**src/rtl/core/brpk_pkg.sv**
```systemverilog
// Shared types and constants for the ByteRun1 row packer.
package brpk_pkg;

  localparam int STORE_DEPTH = 128;
  localparam int STORE_AW    = 7;
  localparam int MIN_RUN     = 3;
  localparam int SIZE_W      = 13;

  // One packet to send: literal (header + len store bytes) or run (header + value).
  typedef struct packed {
    logic       vld;
    logic       is_run;
    logic [7:0] len;
    logic [7:0] value;
  } packet_t;

  // Work for one accepted byte.
  typedef struct packed {
    packet_t               pkt_a;
    packet_t               pkt_b;
    logic                  wr_en;
    logic [STORE_AW-1:0]   wr_idx;
    logic [7:0]            value;
  } plan_t;

  // One byte in flight from the sequencer to the word assembler.
  typedef struct packed {
    logic       vld;
    logic       from_mem;
    logic [7:0] imm;
    logic       final_byte;
    logic       row_end;
  } byte_req_t;

endpackage

```
**src/rtl/core/byterun1_row_packer.sv**
```systemverilog
// Top level of the ByteRun1 (PackBits) row packer.
//
// Slave side: one raw byte per request on s_tdata, s_tlast marks the last byte
// of a row. Master side: up to eight packed bytes per word (first stream byte in
// bits 7:0, unused lanes zero), the byte count, and the packed row size so far;
// m_tuser flags the last word caused by an input byte, m_tlast the word that
// closes a row, where the size field holds the row total (saturating).
// A byte that closes no packet is accepted and then written to the store. Each
// packet a byte closes adds a header step and one step per body byte (one for a
// run, n for a literal of n, read from the literal store), plus a pause for each
// output word that fills while bytes remain to walk. A word shows on m_tvalid
// once its last byte has passed the request register and the output register.
// s_tready is high only while no packet walk is in progress. Reset clears the
// row state and empties the output register; the literal store needs no
// clearing since only entries written in the current row are read. When the
// receiver stalls, the word waits in the output register and the packet walk
// pauses; no byte is dropped.
module byterun1_row_packer #(
  parameter int MAX_LITERAL   = 128,
  parameter int MAX_RUN_LEN   = 128,
  parameter int MAX_ROW_BYTES = 4096,
  parameter int OUT_LANES     = 8
) (
  input  logic        clk,
  input  logic        rst,
  input  logic        s_tvalid,
  output logic        s_tready,
  input  logic [7:0]  s_tdata,   // raw_byte
  input  logic        s_tlast,   // row_end
  output logic        m_tvalid,
  input  logic        m_tready,
  output logic [87:0] m_tdata,   // packed_bytes[63:0], byte_count[67:64], packed_size[80:68]
  output logic        m_tuser,   // last_of_item
  output logic        m_tlast    // row_done
);
  import brpk_pkg::*;

  plan_t             plan;
  logic [SIZE_W-1:0] size_so_far;
  logic              take;
  logic              idle;
  logic              go;
  byte_req_t         req;
  logic [7:0]        rd_data;

  assign s_tready = idle;
  assign take     = s_tvalid && idle;

  brpk_planner #(
    .MAX_LITERAL   (MAX_LITERAL),
    .MAX_RUN_LEN   (MAX_RUN_LEN),
    .MAX_ROW_BYTES (MAX_ROW_BYTES)
  ) u_planner (
    .clk         (clk),
    .rst         (rst),
    .take        (take),
    .raw_byte    (s_tdata),
    .row_end     (s_tlast),
    .plan        (plan),
    .size_so_far (size_so_far)
  );

  brpk_sequencer u_sequencer (
    .clk     (clk),
    .rst     (rst),
    .load    (take),
    .plan_in (plan),
    .go      (go),
    .idle    (idle),
    .req     (req),
    .rd_data (rd_data)
  );

  brpk_assembler #(
    .OUT_LANES (OUT_LANES)
  ) u_assembler (
    .clk         (clk),
    .rst         (rst),
    .req         (req),
    .rd_data     (rd_data),
    .size_so_far (size_so_far),
    .go          (go),
    .m_tvalid    (m_tvalid),
    .m_tready    (m_tready),
    .m_tdata     (m_tdata),
    .m_tuser     (m_tuser),
    .m_tlast     (m_tlast)
  );

endmodule

```
**src/rtl/core/brpk_planner.sv**
```systemverilog
// Packing decisions per input byte and the scalar row state.
module brpk_planner #(
  parameter int MAX_LITERAL   = 128,
  parameter int MAX_RUN_LEN   = 128,
  parameter int MAX_ROW_BYTES = 4096
) (
  input  logic                         clk,
  input  logic                         rst,
  input  logic                         take,
  input  logic [7:0]                   raw_byte,
  input  logic                         row_end,
  output brpk_pkg::plan_t              plan,
  output logic [brpk_pkg::SIZE_W-1:0]  size_so_far
);
  import brpk_pkg::*;

  localparam int SizeCap = MAX_ROW_BYTES + MAX_ROW_BYTES / 64;

  logic [7:0]          held_count, held_next;
  logic [STORE_AW-1:0] run_begin, run_begin_next;
  logic [7:0]          previous_byte;
  logic                in_run, in_run_next;
  logic                row_open;
  logic [SIZE_W-1:0]   size_base, size_next;
  logic [7:0]          held_inc;
  logic [8:0]          bytes_a, bytes_b;
  logic [SIZE_W:0]     size_sum;

  function automatic logic [8:0] pkt_bytes(input packet_t p);
    logic [8:0] n;
    n = 9'd0;
    if (p.vld) begin
      n = p.is_run ? 9'd2 : ({1'b0, p.len} + 9'd1);
    end
    return n;
  endfunction

  always_comb begin
    plan           = '0;
    plan.value     = raw_byte;
    held_next      = held_count;
    run_begin_next = run_begin;
    in_run_next    = in_run;
    size_base      = size_so_far;
    held_inc       = held_count + 8'd1;
    if (!row_open) begin
      held_next      = 8'd1;
      run_begin_next = '0;
      in_run_next    = 1'b0;
      size_base      = '0;
      plan.wr_en     = 1'b1;
    end else if (in_run) begin
      if (raw_byte != previous_byte || held_count >= 8'(MAX_RUN_LEN)) begin
        plan.pkt_a.vld    = 1'b1;
        plan.pkt_a.is_run = 1'b1;
        plan.pkt_a.len    = held_count;
        plan.pkt_a.value  = previous_byte;
        held_next         = 8'd1;
        run_begin_next    = '0;
        in_run_next       = 1'b0;
        plan.wr_en        = 1'b1;
      end else begin
        held_next = held_inc;
      end
    end else if (held_count >= 8'(MAX_LITERAL)) begin
      // store full: flush it whole, the new byte opens the next literal
      plan.pkt_a.vld = 1'b1;
      plan.pkt_a.len = held_count;
      held_next      = 8'd1;
      run_begin_next = '0;
      plan.wr_en     = 1'b1;
    end else begin
      plan.wr_en  = 1'b1;
      plan.wr_idx = held_count[STORE_AW-1:0];
      held_next   = held_inc;
      if (raw_byte == previous_byte) begin
        if (held_inc - {1'b0, run_begin} >= 8'(MIN_RUN)) begin
          if (run_begin != '0) begin
            plan.pkt_a.vld = 1'b1;
            plan.pkt_a.len = {1'b0, run_begin};
            held_next      = held_inc - {1'b0, run_begin};
            run_begin_next = '0;
          end
          in_run_next = 1'b1;
        end else if (run_begin == '0) begin
          in_run_next = 1'b1;
        end
      end else begin
        run_begin_next = held_count[STORE_AW-1:0];
      end
    end

    if (row_end) begin
      plan.pkt_b.vld    = 1'b1;
      plan.pkt_b.is_run = in_run_next;
      plan.pkt_b.len    = held_next;
      plan.pkt_b.value  = raw_byte;
    end

    bytes_a  = pkt_bytes(plan.pkt_a);
    bytes_b  = pkt_bytes(plan.pkt_b);
    size_sum = {1'b0, size_base} + (SIZE_W+1)'(bytes_a) + (SIZE_W+1)'(bytes_b);
    size_next = (size_sum >= (SIZE_W+1)'(SizeCap)) ? SIZE_W'(SizeCap)
                                                    : size_sum[SIZE_W-1:0];
  end

  always_ff @(posedge clk) begin
    if (rst) begin
      held_count    <= '0;
      run_begin     <= '0;
      previous_byte <= '0;
      in_run        <= 1'b0;
      row_open      <= 1'b0;
      size_so_far   <= '0;
    end else if (take) begin
      held_count    <= row_end ? 8'd0 : held_next;
      run_begin     <= row_end ? '0 : run_begin_next;
      in_run        <= row_end ? 1'b0 : in_run_next;
      row_open      <= !row_end;
      previous_byte <= raw_byte;
      size_so_far   <= size_next;
    end
  end

endmodule

```
**src/rtl/core/brpk_sequencer.sv**
```systemverilog
// Literal store memory and the byte sequencer that walks the packets of one request.
module brpk_sequencer (
  input  logic                clk,
  input  logic                rst,
  input  logic                load,
  input  brpk_pkg::plan_t     plan_in,
  input  logic                go,
  output logic                idle,
  output brpk_pkg::byte_req_t req,
  output logic [7:0]          rd_data
);
  import brpk_pkg::*;

  typedef enum logic [5:0] {
    ST_IDLE   = 6'b000001,
    ST_A_HDR  = 6'b000010,
    ST_A_BODY = 6'b000100,
    ST_WRITE  = 6'b001000,
    ST_B_HDR  = 6'b010000,
    ST_B_BODY = 6'b100000
  } seq_state_t;

  seq_state_t          state, state_next;
  plan_t               plan;
  logic [STORE_AW-1:0] idx, idx_next;
  logic [7:0]          store [STORE_DEPTH];
  logic                wr;
  byte_req_t           req_next;
  packet_t             cur;
  logic                b_phase;
  logic                final_pkt;
  logic                body_end;
  logic [7:0]          hdr;
  logic [8:0]          run_hdr;

  assign idle      = (state == ST_IDLE);
  assign b_phase   = (state == ST_B_HDR) || (state == ST_B_BODY);
  assign cur       = b_phase ? plan.pkt_b : plan.pkt_a;
  assign final_pkt = b_phase || !plan.pkt_b.vld;
  assign body_end  = cur.is_run || (idx == STORE_AW'(cur.len - 8'd1));
  assign run_hdr   = 9'd257 - {1'b0, cur.len};
  assign hdr       = cur.is_run ? run_hdr[7:0] : (cur.len - 8'd1);

  always_comb begin
    state_next       = state;
    idx_next         = idx;
    wr               = 1'b0;
    req_next         = '0;
    req_next.row_end = plan.pkt_b.vld;
    case (state)
      ST_IDLE: begin
        if (load) begin
          state_next = plan_in.pkt_a.vld ? ST_A_HDR : ST_WRITE;
        end
      end
      ST_A_HDR, ST_B_HDR: begin
        if (go) begin
          req_next.vld = 1'b1;
          req_next.imm = hdr;
          idx_next     = '0;
          state_next   = b_phase ? ST_B_BODY : ST_A_BODY;
        end
      end
      ST_A_BODY, ST_B_BODY: begin
        if (go) begin
          req_next.vld        = 1'b1;
          req_next.from_mem   = !cur.is_run;
          req_next.imm        = cur.value;
          req_next.final_byte = body_end && final_pkt;
          if (body_end) begin
            state_next = b_phase ? ST_IDLE : ST_WRITE;
          end else begin
            idx_next = idx + 1'b1;
          end
        end
      end
      ST_WRITE: begin
        // new byte lands after packet A has read the old contents
        wr         = plan.wr_en;
        state_next = plan.pkt_b.vld ? ST_B_HDR : ST_IDLE;
      end
      default: begin
        state_next = ST_IDLE;
      end
    endcase
  end

  always_ff @(posedge clk) begin
    if (rst) begin
      state   <= ST_IDLE;
      req.vld <= 1'b0;
    end else begin
      state <= state_next;
      req   <= req_next;
    end
  end

  always_ff @(posedge clk) begin
    idx <= idx_next;
    if (load && idle) begin
      plan <= plan_in;
    end
  end

  always_ff @(posedge clk) begin
    if (wr) begin
      store[plan.wr_idx] <= plan.value;
    end
    rd_data <= store[idx];
  end

endmodule

```
**src/rtl/core/brpk_assembler.sv**
```systemverilog
// Gathers packed bytes into output words and holds the output register.
module brpk_assembler #(
  parameter int OUT_LANES = 8
) (
  input  logic                         clk,
  input  logic                         rst,
  input  brpk_pkg::byte_req_t          req,
  input  logic [7:0]                   rd_data,
  input  logic [brpk_pkg::SIZE_W-1:0]  size_so_far,
  output logic                         go,
  output logic                         m_tvalid,
  input  logic                         m_tready,
  output logic [87:0]                  m_tdata,  // packed_bytes, byte_count, packed_size
  output logic                         m_tuser,  // last_of_item
  output logic                         m_tlast   // row_done
);
  import brpk_pkg::*;

  logic [63:0]       acc, acc_next;
  logic [2:0]        cnt;
  logic [7:0]        cur_byte;
  logic              flush_now;
  logic [63:0]       out_data;
  logic [3:0]        out_cnt;
  logic [SIZE_W-1:0] out_size;

  assign cur_byte  = req.from_mem ? rd_data : req.imm;
  assign acc_next  = acc | (64'(cur_byte) << {cnt, 3'b000});
  assign flush_now = req.vld && (cnt == 3'(OUT_LANES - 1) || req.final_byte);
  // a new byte is issued only if its arrival can never find the output register busy
  assign go        = (!m_tvalid || m_tready) && !flush_now;

  assign m_tdata = {7'd0, out_size, out_cnt, out_data};

  always_ff @(posedge clk) begin
    if (rst) begin
      acc      <= '0;
      cnt      <= '0;
      m_tvalid <= 1'b0;
    end else begin
      if (flush_now) begin
        acc      <= '0;
        cnt      <= '0;
        m_tvalid <= 1'b1;
      end else begin
        if (req.vld) begin
          acc <= acc_next;
          cnt <= cnt + 3'd1;
        end
        if (m_tready) begin
          m_tvalid <= 1'b0;
        end
      end
    end
  end

  always_ff @(posedge clk) begin
    if (flush_now) begin
      out_data <= acc_next;
      out_cnt  <= {1'b0, cnt} + 4'd1;
      m_tuser  <= req.final_byte;
      m_tlast  <= req.final_byte && req.row_end;
      out_size <= size_so_far;
    end
  end

endmodule
```
**config.mk**
```make
export PLATFORM = sky130hd
export DESIGN_NAME = byterun1_row_packer
export DESIGN_NICKNAME = d
export VERILOG_FILES = /design/src/rtl/core/brpk_pkg.sv /design/src/rtl/core/byterun1_row_packer.sv /design/src/rtl/core/brpk_planner.sv /design/src/rtl/core/brpk_sequencer.sv /design/src/rtl/core/brpk_assembler.sv
export SDC_FILE = /design/constraint.sdc
export NUM_CORES = 2
export LEC_CHECK = 0
export ABC_AREA = 1
export BUFFER_PORTS_ARGS = -buffer_cell sky130_fd_sc_hd__buf_2
export CORE_ASPECT_RATIO = 1.75
export CORE_UTILIZATION = 30
export CTS_CLUSTER_DIAMETER = 100
export DETAILED_ROUTE_END_ITERATION = 16
export GPL_TIMING_DRIVEN = 0
export SETUP_SLACK_MARGIN = 0.5
export SKIP_CTS_REPAIR_TIMING = 1
export SLEW_MARGIN = 10
export SYNTH_ARGS = -nofsm -noshare
export SYNTH_HDL_FRONTEND = slang
export SYNTH_SLANG_ARGS = --single-unit
```
**constraint.sdc**
```tcl
create_clock -name clk -period 8.2 [get_ports clk]
set_input_delay 0.82 -clock clk [delete_from_list [all_inputs] [get_ports clk]]
set_output_delay 0.82 -clock clk [all_outputs]
set_load 0.05 [all_outputs]
```
[Word-level counts from Yosys, hierarchy flattened]
Memories as Yosys holds them, arrays and structs flattened. A register that Yosys moved wholly into a read port is not among the register bits.
Cells that the tools add are included.
W data, S select, Z words.
Word-level totals
  bits in registers: 265
  memory bits (writable): 1024
  bits of input ports: 13
  output and inout port bits: 92
  word-level logic and storage cells: 170
  memories kept: 1
Memory list
  u_sequencer.store: depth 128, width 8, rd ports 1, clocked after memory_dff 1, wr ports 1, line brpk_sequencer.sv:26  | logic [7:0] store [STORE_DEPTH];
Cells by class
  add/sub/neg operators: 11
  order comparisons: 3
  equal/unequal tests: 18
  shifts and indexed selects: 1
  muxes and demuxes: 72
  bitwise gates (word level): 2
  reduce and logical (&&, ||, !) cells: 31
Operators by type and width (count)
  $mux W8: 16
  $mux W7: 12
  $or A64 B64 Y64: 1
  $shl A8 B6 Y64: 1
  $mux W18: 3
  $mux W9: 4
  $mux W6: 5
  $mux W13: 2
  $pmux W6 S4: 1
  $mux W1: 21
  $add A8 B1 Y9 const B: 2
  $mux W17: 1
  $pmux W8 S2: 1
  $add A13 B9 Y14: 1
  $add A14 B9 Y14: 1
  $ge A14 B13 Y1 const B: 1
  $pmux W7 S2: 1
  $ne A6 B5 Y1 const B: 2
  $reduce_and A4 Y1: 3
  $mux W11: 1
  $add A8 B1 Y8 const B: 1
  $eq A8 B8 Y1: 1
  $ge A8 B2 Y1 const B: 1
  $ge A8 B8 Y1 const B: 1
  32 further kinds: 54

[Depth between registers and ports, before layout]
  word-level depth: 15
  mapped depth: 47
  mapped depth without buffers: 47

[By module]
A second synthesis with hierarchy kept.
Second synthesis, totals
  cell total of the unflattened synthesis: 4600
  area total of the unflattened synthesis: 53852.9 µm²
By module, submodules not included
  brpk_sequencer: instances 1, cells each 3380, area each 43845.8 µm², seq. area each 33121.8 µm²
  brpk_assembler: instances 1, cells each 610, area each 6093.3 µm², seq. area each 3853.7 µm²
  brpk_planner: instances 1, cells each 608, area each 3906.2 µm², seq. area each 760.7 µm²
  byterun1_row_packer: instances 1, cells each 2, area each 7.5 µm², seq. area each 0.0 µm²

[Least setup slack after synthesis]
No wires, ideal clock.
  path type: register -> register
  start: reg u_planner.held_count[0]
  end: reg u_planner.size_so_far[3] (netlist bit)
  library setup time: 0.203 ns
  arrival: 5.291 ns
  required time: 7.997 ns
  slack: 2.706 ns
  stages on the path, launching flop included: 45
  buffers on the path: 0
  period minus slack after synthesis: 5.494 ns
  cells stage by stage: dfxtp_1 -> inv_2 -> nor3_1 -> xor2_1 -> ha_1 -> nand2_1 -> inv_1 -> nand2_1 -> nand2_1 -> inv_1 -> nand2_1 -> nand2_1 -> nand2_2 -> nand3_4 -> inv_2 -> nor2_8 -> nand3_1 -> nand2_1 -> (+9 left out) -> nand3_1 -> fa_1 -> inv_1 -> ha_1 -> nand2_1 -> nor2_1 -> nand2_1 -> o211ai_2 -> nand2_1 -> a21oi_1 -> xor2_1 -> nand2_1 -> nor3b_1 -> nand2_1 -> nand2_1 -> inv_2 -> nand2_1 -> a21oi_1
RTL lines
  from (decl): line brpk_planner.sv:19  | logic [7:0] held_count, held_next;
  from (signal assigned): line brpk_planner.sv:116  | held_count <= row_end ? 8'd0 : held_next;
  to (signal assigned): line brpk_planner.sv:121  | size_so_far <= size_next;
  to (decl): line brpk_planner.sv:13  | output logic [brpk_pkg::SIZE_W-1:0] size_so_far

==> impl_metrics.ini <==
[status]
outcome = complete, but fails checks
failed_checks = capacitance limit, slew limit

[synthesis]
synth-warning-count = 0
synth_cell_types = 65
synth_flop_cell = edfxtp_1
synth_mux_area_share_pct = 2.06
synthCells = 4286
ys_seq_area_share_pct = 70.6
syn_area_sq_mm = 0.0535
synth_top_family_by_area = simple AND/OR/NAND/NOR gates
synth_adder_area_share_pct = 0.997
synth_compound_area_share_pct = 10.3
synth_edf_count = 1176
syn_avg_cell_area_sq_um = 12.5
ys_seq_elements = 1297
synthXorXnorAreaFrac_pct = 0.409
synthSimpleGateAreaFrac_pct = 12.4
async_reset_ff_share_pct = 0

[critical_path]
crit_path_max_fanout = 8
cp_common_cell = nand2_1
end_kind = flop
max_stage_delay_ns = 0.55
cp.required_ns = 8.82
cp.buffers_inverters = 7
path_class = reg -> reg
startpoint_type = flop
path_delay_family = simple AND/OR/NAND/NOR gates
crit_slowest_cell = dfxtp_1
crit_arrival_ns = 7.31

[sta]
fin_setup_tns_ns = 0
finalSetupViolCount = 0
fin_skew_ns = 0.0417
finalWorstSetupSlack_ns = 1.51
min_period_ns = 6.69
rsz0062_at_grt = false
maxSlewViolCount = 21
max_freq_mhz = 149
worstMarginPinSlew_ns = 1.52
hold_violations = 0
slew_headroom_pct = -1.45
period_share_pct = 81.6

[global_route]
grt-ovfl-total = 0
grt_pass1_vias = 38900
grt_usage_pct = 29.1
grt_max_degree = 67
grt_pass1_wl_microns = 349000
antenna_found_initial = 42

[flow_run]
cap_violations = 3

[route]
vias = 41000
dr.pass1.iters = 9
wl_per_cell_microns = 37.6
drtAntennaViolNets = 0
vias_per_cell = 5.79
drc = 0
drt_iter0_markers = 6071
routed_wl_microns = 266000

[layout]
num-fill-cells = 17400
drive_gt1_share_pct = 11.9
synthToLayoutAreaGrowth_pct = 16.2
num-nets-final = 4615
fin_util_pct = 35.2

[floorplan]
die-width_microns = 321
fp-row-count = 204
dieArea_sq_mm = 0.180
coreArea_sq_mm = 0.177
fp.dieH_microns = 561
start_util_pct = 30.3
io_pins = 105

[power]
p_int_mw = 11.4
pwr-share-seq_pct = 47.8
p_comb_share_pct = 18.7
power_density_mw_per_mm2 = 265
max-vdd-ir-drop_mv = 0.180
swShare_pct = 30.8
clkPwrFrac_pct = 33.5
p_switching_mw = 5.08
p_leak_nw = 20.6

[clock_network]
cts_max_path_buffers = 3
insertion_delay_ns = 0.77
clk_pin_slew_ns = 0.08
numClockSinks = 1297
cts_tree = yes
cts_made_buffers = 109
root_buffer = clkbuf_16
cts-htree-levels = 3

[placement]
pre_cts_ws_ns = 1.48
numPortBuffers = 97
dp_hpwl_microns = 187000
place_congestion = 1.05

[hold_path]
hp-class = in -> reg
==> cell type report <==
class                           count  area (sq um)  share of cell area [%]
Clock buffer                      137          2960                    4.76
Timing Repair Buffer              163          1750                    2.82
Buffer                            266          1190                    1.91
Inverter                          171           644                    1.04
Antenna cell                       44           110                   0.177
Clock inverter                     64           691                    1.11
Sequential cell                  1297         37700                    60.7
Multi-Input combinational cell   2558         14100                    22.7
Tap cell                         2369          2960                    4.77
==> cell families (layout without fill, tap and decap cells) <==
| kind of cell | Yosys count | count (layout) |
|---|---|---|
| simple gates | 1553 | 1553 |
| flops | 1297 | 1297 |
| compound gates | 827 | 827 |
| buf+inv | 437 | 801 |
| mux | 109 | 109 |
| fa+ha+maj | 36 | 36 |
| xor+xnor | 25 | 25 |
| other cells | 2 | 52 |
==> stage by stage <==
step / cell area, sq um / std cells / hold slack, ns / total power [mW]
floorplan: 53500 / 4292 / 0.425 / 9.34
finish: 62100 / 7069 / 0.270 / 16.5
global route: 62000 / 7034 / 0.249 / 16.7
global placement: 56900 / 6758 / 0.464 / 10.8
CTS: 61900 / 7021 / 0.244 / 16.3
detailed placement: 58300 / 6820 / 0.461 / 11.0
==> registers in the layout, summed over array words and instances (netlist names), 8 cells and up <==
name and count:
u_assembler.out_size 13, u_planner.size_so_far 13, u_sequencer.req 12, u_assembler.acc 64
u_assembler.out_data 64, u_sequencer.rd_data 8, u_planner.held_count 8, u_sequencer.plan 51
u_sequencer.store 1024, u_planner.previous_byte 8
==> cell usage in the layout (no fill, tap or decap), types with 9 or more instances in the layout <==
cell	netlist	layout
a211oi_1	9	9
a21oi_1	104	104
a31oi_1	26	25
buf_1	28	12
buf_16	0	25
buf_2	27	139
buf_4	8	12
buf_8	1	33
bufinv_16	0	12
clkbuf_1	202	146
clkbuf_16	0	111
clkbuf_2	0	75
clkinv_1	4	25
clkinv_2	0	18
dfxtp_1	121	121
diode_2	0	44
edfxtp_1	1176	1176
fa_1	11	11
ha_1	25	25
inv_1	152	151
inv_2	15	15
mux2i_1	101	101
nand2_1	360	360
nand2_2	12	12
nand3_1	167	167
nand3_2	9	9
nand4_1	21	21
nor2_1	873	864
nor2_2	9	18
nor3_1	13	13
nor3b_1	57	57
o211ai_1	31	31
o21ai_0	309	309
o21bai_1	56	56
o221ai_1	100	100
o32ai_1	156	154
xnor2_1	11	11
xor2_1	14	14
==> layer usage <==
metal	up-vias	wire, microns	GRT usage [%]
met5	-	93	0
met4	10	30600	28.6
met3	1082	25900	7.27
met2	3200	126000	47.7
met1	20400	83000	30.0
li1	16300	-	-
==> worst paths after layout <==
| check | start | end | slack (ns) | cells past startpoint |
|---|---|---|---|---|
| hold reg to reg | u_planner.size_so_far[9] | u_assembler.out_size[9] | 0.47 | 0 |
| setup / recovery | u_planner.held_count[3] | u_planner.size_so_far[11] | 1.51 | 40 |
| setup reg to reg | u_planner.held_count[3] | u_planner.size_so_far[11] | 1.51 | 40 |
| hold / removal | s_tlast | u_sequencer.plan[33] | 0.27 | 1 |
==> synth_stat cells (all sizes together) (5+ instances only) <==
cell    count  area, sq um
nor3b      57          428
inv       167          627
mux2        8         90.1
ha         25          313
mux2i     101         1010
dfxtp     121         2420
o32ai     156         1370
fa         11          220
o21ai     319         1630
a31oi      27          175
xor2       14          123
edfxtp   1176        35300
a211oi      9         67.6
o221ai    100          876
nor2      891         3440
nand4      21          131
nor3       13         65.1
nand2     379         1510
nand3     179          978
buf        64          315
xnor2      11         96.3
or2         5         31.3
a221oi      5         43.8
a21oi     106          546
clkbuf    202          758
o211ai     32          245
o21bai     56          420
==> power by group through the flow <==
stage / registers, mW / logic [mW] / clock network, mW
after floorplan: 8.19 / 1.14 / 0
final: 7.87 / 3.09 / 5.52
after global routing: 7.89 / 3.14 / 5.71
after CTS: 7.87 / 2.95 / 5.50
after detailed placement: 8.02 / 2.95 / 0
after global placement: 8.56 / 2.21 / 0
Power figures use the tool's default switching activity.
